--- src/design/assert_macros.svh ---
// Assertion macros for the heap sorter top level.
// No dependencies.
`ifndef ASSERT_MACROS_SVH
`define ASSERT_MACROS_SVH

// Implication checked on every clock edge outside reset.
`define HS_ASSERT_IMPL(lbl, ante, cons, msg) \
   lbl: assert property (@(posedge clock) disable iff (reset) (ante) |-> (cons)) \
      else $error(msg);

// Next-cycle implication.
`define HS_ASSERT_NEXT(lbl, ante, cons, msg) \
   lbl: assert property (@(posedge clock) disable iff (reset) (ante) |=> (cons)) \
      else $error(msg);

`endif

--- src/design/hs_pkg.sv ---
// Types and constants for the heap sorter.
// No dependencies.
package hs_pkg;

   typedef struct packed {
      logic [63:0] value;
      logic        last;
   } req_type;

   typedef struct packed {
      logic [63:0] value_res;
      logic        last_res;
   } rsp_type;

   typedef struct packed {
      logic        valid;
      logic [63:0] value;
   } slot_type;

   // Sign-magnitude ordering key of a double bit pattern.
   function automatic logic [63:0] order_key(input logic [63:0] b);
      logic [63:0] k;
      k = b[63] ? ~b : (b | 64'h8000_0000_0000_0000);
      return k;
   endfunction

endpackage

--- src/design/hs_cell.sv ---
// One cell of the sorting chain: keeps the smaller of what it holds and what
// arrives, and hands the larger on. Depends on hs_pkg.
module hs_cell
   import hs_pkg::*;
(
   input  logic     clock,
   input  logic     reset,
   input  logic     clear,
   input  logic     shift,
   input  slot_type din,
   input  slot_type lower,
   output slot_type dout,
   output slot_type held
);
   slot_type held_ff, held_in;
   slot_type pass_ff, pass_in;
   logic     arrive_wins;

   assign arrive_wins = din.valid &&
      (!held_ff.valid || order_key(din.value) < order_key(held_ff.value));

   always_comb begin
      held_in = held_ff;
      pass_in = pass_ff;
      if (clear) begin
         held_in = '0;
         pass_in = '0;
      end else if (shift) begin
         // shift mode: chain moves up one cell, nothing passes down
         held_in = lower;
         pass_in = '0;
      end else if (arrive_wins) begin
         held_in = din;
         pass_in = held_ff;
      end else begin
         pass_in = din;
      end
   end

   always_ff @(posedge clock) begin
      if (reset) begin
         held_ff.valid <= 1'b0;
         pass_ff.valid <= 1'b0;
      end else begin
         held_ff.valid <= held_in.valid;
         pass_ff.valid <= pass_in.valid;
      end
      held_ff.value <= held_in.value;
      pass_ff.value <= pass_in.value;
   end

   assign dout = pass_ff;
   assign held = held_ff;
endmodule

--- config.mk ---
export PLATFORM = sky130hd
export DESIGN_NAME = hs_cell
export DESIGN_NICKNAME = d
export VERILOG_FILES = /design/src/design/assert_macros.svh /design/src/design/hs_pkg.sv /design/src/design/hs_cell.sv
export SDC_FILE = /design/constraint.sdc
export NUM_CORES = 1
export LEC_CHECK = 0
export BUFFER_PORTS_ARGS = -buffer_cell sky130_fd_sc_hd__buf_4
export CAP_MARGIN = 20
export CORE_MARGIN = 2
export CORE_UTILIZATION = 57
export DETAILED_ROUTE_END_ITERATION = 8
export PLACE_DENSITY_LB_ADDON = 0.2
export SLEW_MARGIN = 25
export SYNTH_ARGS = -nofsm -noshare
export SYNTH_HDL_FRONTEND = slang
export SYNTH_SLANG_ARGS = --single-unit
export TNS_END_PERCENT = 100
--- constraint.sdc ---
create_clock -name clock -period 7.7 [get_ports clock]
set_input_delay 1.54 -clock clock [delete_from_list [all_inputs] [get_ports clock]]
set_output_delay 1.54 -clock clock [all_outputs]
set_load 0.005 [all_outputs]
==> metrics.yaml <==
status: "completed"
h-tree-depth: 4
postLayoutCellArea_mm2: 0.0109
cp_max_fo: 94
ys_async_sr_fraction_pct: 0
dieArea_mm2: 0.0159
cts.sinks: 130
portBuffers: 263
crit_path_top_delay_cell: "a22o_4"
syn_inst: 978
hold_path_class: "reg -> reg"
core_area_mm2: 0.0146
nNetsFinal: 1367
initial_utilization_pct: 58.3
crit_family: "compound AO/OA/AOI/OAI gates"
final_layout_size_suffix_gt1_share_pct: 30.9
routed_wl_um: 24900
n_fill_cell: 1102
clockBufferDepth: 2
finish.utilization_pct: 74.5
post_drt_wl_per_cell_um: 18.2
slew_viol_final: 0
clk_pin_slew_worst_paths_ns: 0.06
yosysWarnings: 0
cellLeakagePower_uw: 0.00466
post_cts_buffers: 0
synth-edff-count: 0
path_cells: "buf_4, buf_4, xor2_1, ha_1, and4_1, nand2_1, o31ai_1, a22o_4, buf_4, o21ai_1, a221oi_2"
layout_common_cells: "buf_4, dfxtp_1, a21oi_1, o21ai_0, nand3_1"
crit_top_cell: "buf_4"
root_buffer: "clkbuf_16"
firstDrtPassIters: 5
worst-path-buf-inv: 3
grtUsageTotal_pct: 30.5
tightest_slew_ns: 0.948
power_uw: 2200
grt_pass1_vias: 8036
required_ns: 8.03
max_cap_viol_count: 0
startpoint_type: "primary input"
dpl_cell_area_mm2: 0.0103
synth.yosys.seq_area_share_pct: 30.6
drc: 0
dp_hpwl_um: 15900
die_x_um: 126
overflow: 0
cts_tree: "yes"
viasPerCell: 6.13
setup_viol: 0
netlist_area_mm2: 0.00851
ir_drop_mv: 0.160
timing.final.crit_period_ns: 5.09
insertion_delay_ns: 0.42
avgSynthCellArea_um2: 8.70
powerDensity_mw_per_mm2: 203
fmax_ghz: 0.196
grt_setup_unrepaired: "no"
ys_ff_latch: 130
area_growth_pct: 27.6
hold_violations: 0
fin_worst_skew_ns: 0.00677
grt_max_degree: 95
diodes: 0
syn-num-nets: 1175
slowest_delay_ns: 0.78
place_congestion: 0.813
rows: 44
vias: 8383
ant_nets: 0
critical_path_class: "in -> reg"
die_h_um: 126
slew_headroom_pct: 36.8
post-route-period-util_pct: 66.2
synth_ff_type: "dfxtp_1"
dr.first_iter.drc_count: 746
antenna_found_initial: 0
synth_cell_types: 47
io_pins: 264
holdBufCountCts: 0
grt_pass1_wl_um: 40100
crit_arrival_ns: 5.43
final_common_cell: "buf_4"
finalSetupTns_ns: 0
cts_resized: 0
critical_path.endpoint_type: "flip-flop"
cts_buffers: 17
## metal layers
layer | global-route usage (%) | wire (um)
met3 | 8.33 | 2000
met5 | 0 | 0
met2 | 50.5 | 12000
met1 | 38.1 | 10400
met4 | 10.9 | 512
## stage by stage
| step | hold WS [ns] | instances | setup slack (ns) |
|---|---|---|---|
| after detailed placement | 0.480 | 1335 | 2.17 |
| after global routing | 0.524 | 1367 | 2.16 |
| after floorplan | 0.451 | 978 | 3.11 |
| final | 0.494 | 1367 | 2.61 |
| after CTS | 0.489 | 1367 | 2.62 |
| after global placement | 0.477 | 1334 | 2.25 |
## tightest hold or removal path: cells and delay by family (launching register included)
kind | cells | cell delay, ns
flops | 1 | 0.34
simple gates | 2 | 0.11
## cells in the mapped netlist, types with 2 or more instances
| cell type | count | area (um^2) |
|---|---|---|
| nand2b_1 | 2 | 12.5 |
| nand3_1 | 70 | 350 |
| inv_1 | 66 | 248 |
| clkbuf_2 | 3 | 15.0 |
| a221oi_2 | 56 | 841 |
| o21ai_1 | 68 | 340 |
| buf_1 | 13 | 48.8 |
| a21oi_1 | 86 | 430 |
| a21o_1 | 4 | 30.0 |
| clkbuf_1 | 42 | 158 |
| xnor2_1 | 63 | 552 |
| a221oi_1 | 9 | 78.8 |
| nor3_1 | 2 | 10.0 |
| buf_2 | 27 | 135 |
| o211ai_1 | 3 | 22.5 |
| nand2_1 | 15 | 56.3 |
| ha_1 | 63 | 788 |
| nor4b_1 | 2 | 17.5 |
| dfxtp_1 | 130 | 2600 |
| xor2_1 | 63 | 552 |
| a211oi_1 | 4 | 30.0 |
| a31oi_1 | 64 | 400 |
| o21ai_0 | 71 | 355 |
| buf_6 | 14 | 158 |
| nand4_1 | 9 | 56.3 |
| nor2_1 | 8 | 30.0 |
## report_power, final
| part | internal (uW) | leakage [uW] | switching, uW |
|---|---|---|---|
| sequential | 725 | 0.00107 | 51.0 |
| clock | 453 | 0.000264 | 297 |
| combinational | 317 | 0.00332 | 360 |
## kinds of logic after synthesis
group,Yosys count,share of synthesized area [%]
xor+xnor,126,13.0
simple gates,115,6.97
compound gates,378,31.2
fa+ha+maj,63,9.26
flops,130,30.6
buf+inv,166,9.04
## final cells by class
cell class	instances	area [um^2]	area share, %
sequential	130	2610	24.0
clock buffer	28	517	4.76
timing repair buffer	273	2090	19.2
tap	184	230	2.12
multi-input combinational	682	5150	47.4
clock inverter	4	22.5	0.207
inverter	66	248	2.28
## path summary, 6_finish.rpt
check / from / to / slack, ns / cells after the start
max: din[63] / held[57]$_SDFFE_PP0P_ / 2.61 / 11
min: held[64]$_SDFFE_PP0P_ / dout[64]$_SDFF_PP0_ / 0.49 / 2
max reg2reg: held[63]$_SDFFE_PP0P_ / held[57]$_SDFFE_PP0P_ / 3.44 / 11
min reg2reg: held[64]$_SDFFE_PP0P_ / dout[64]$_SDFF_PP0_ / 0.49 / 2
## flip-flops by register name, indices dropped and copies added, names as in the netlist
signal,flops
dout,65
held,65
No activity file was read; power rests on OpenSTA's default activity.
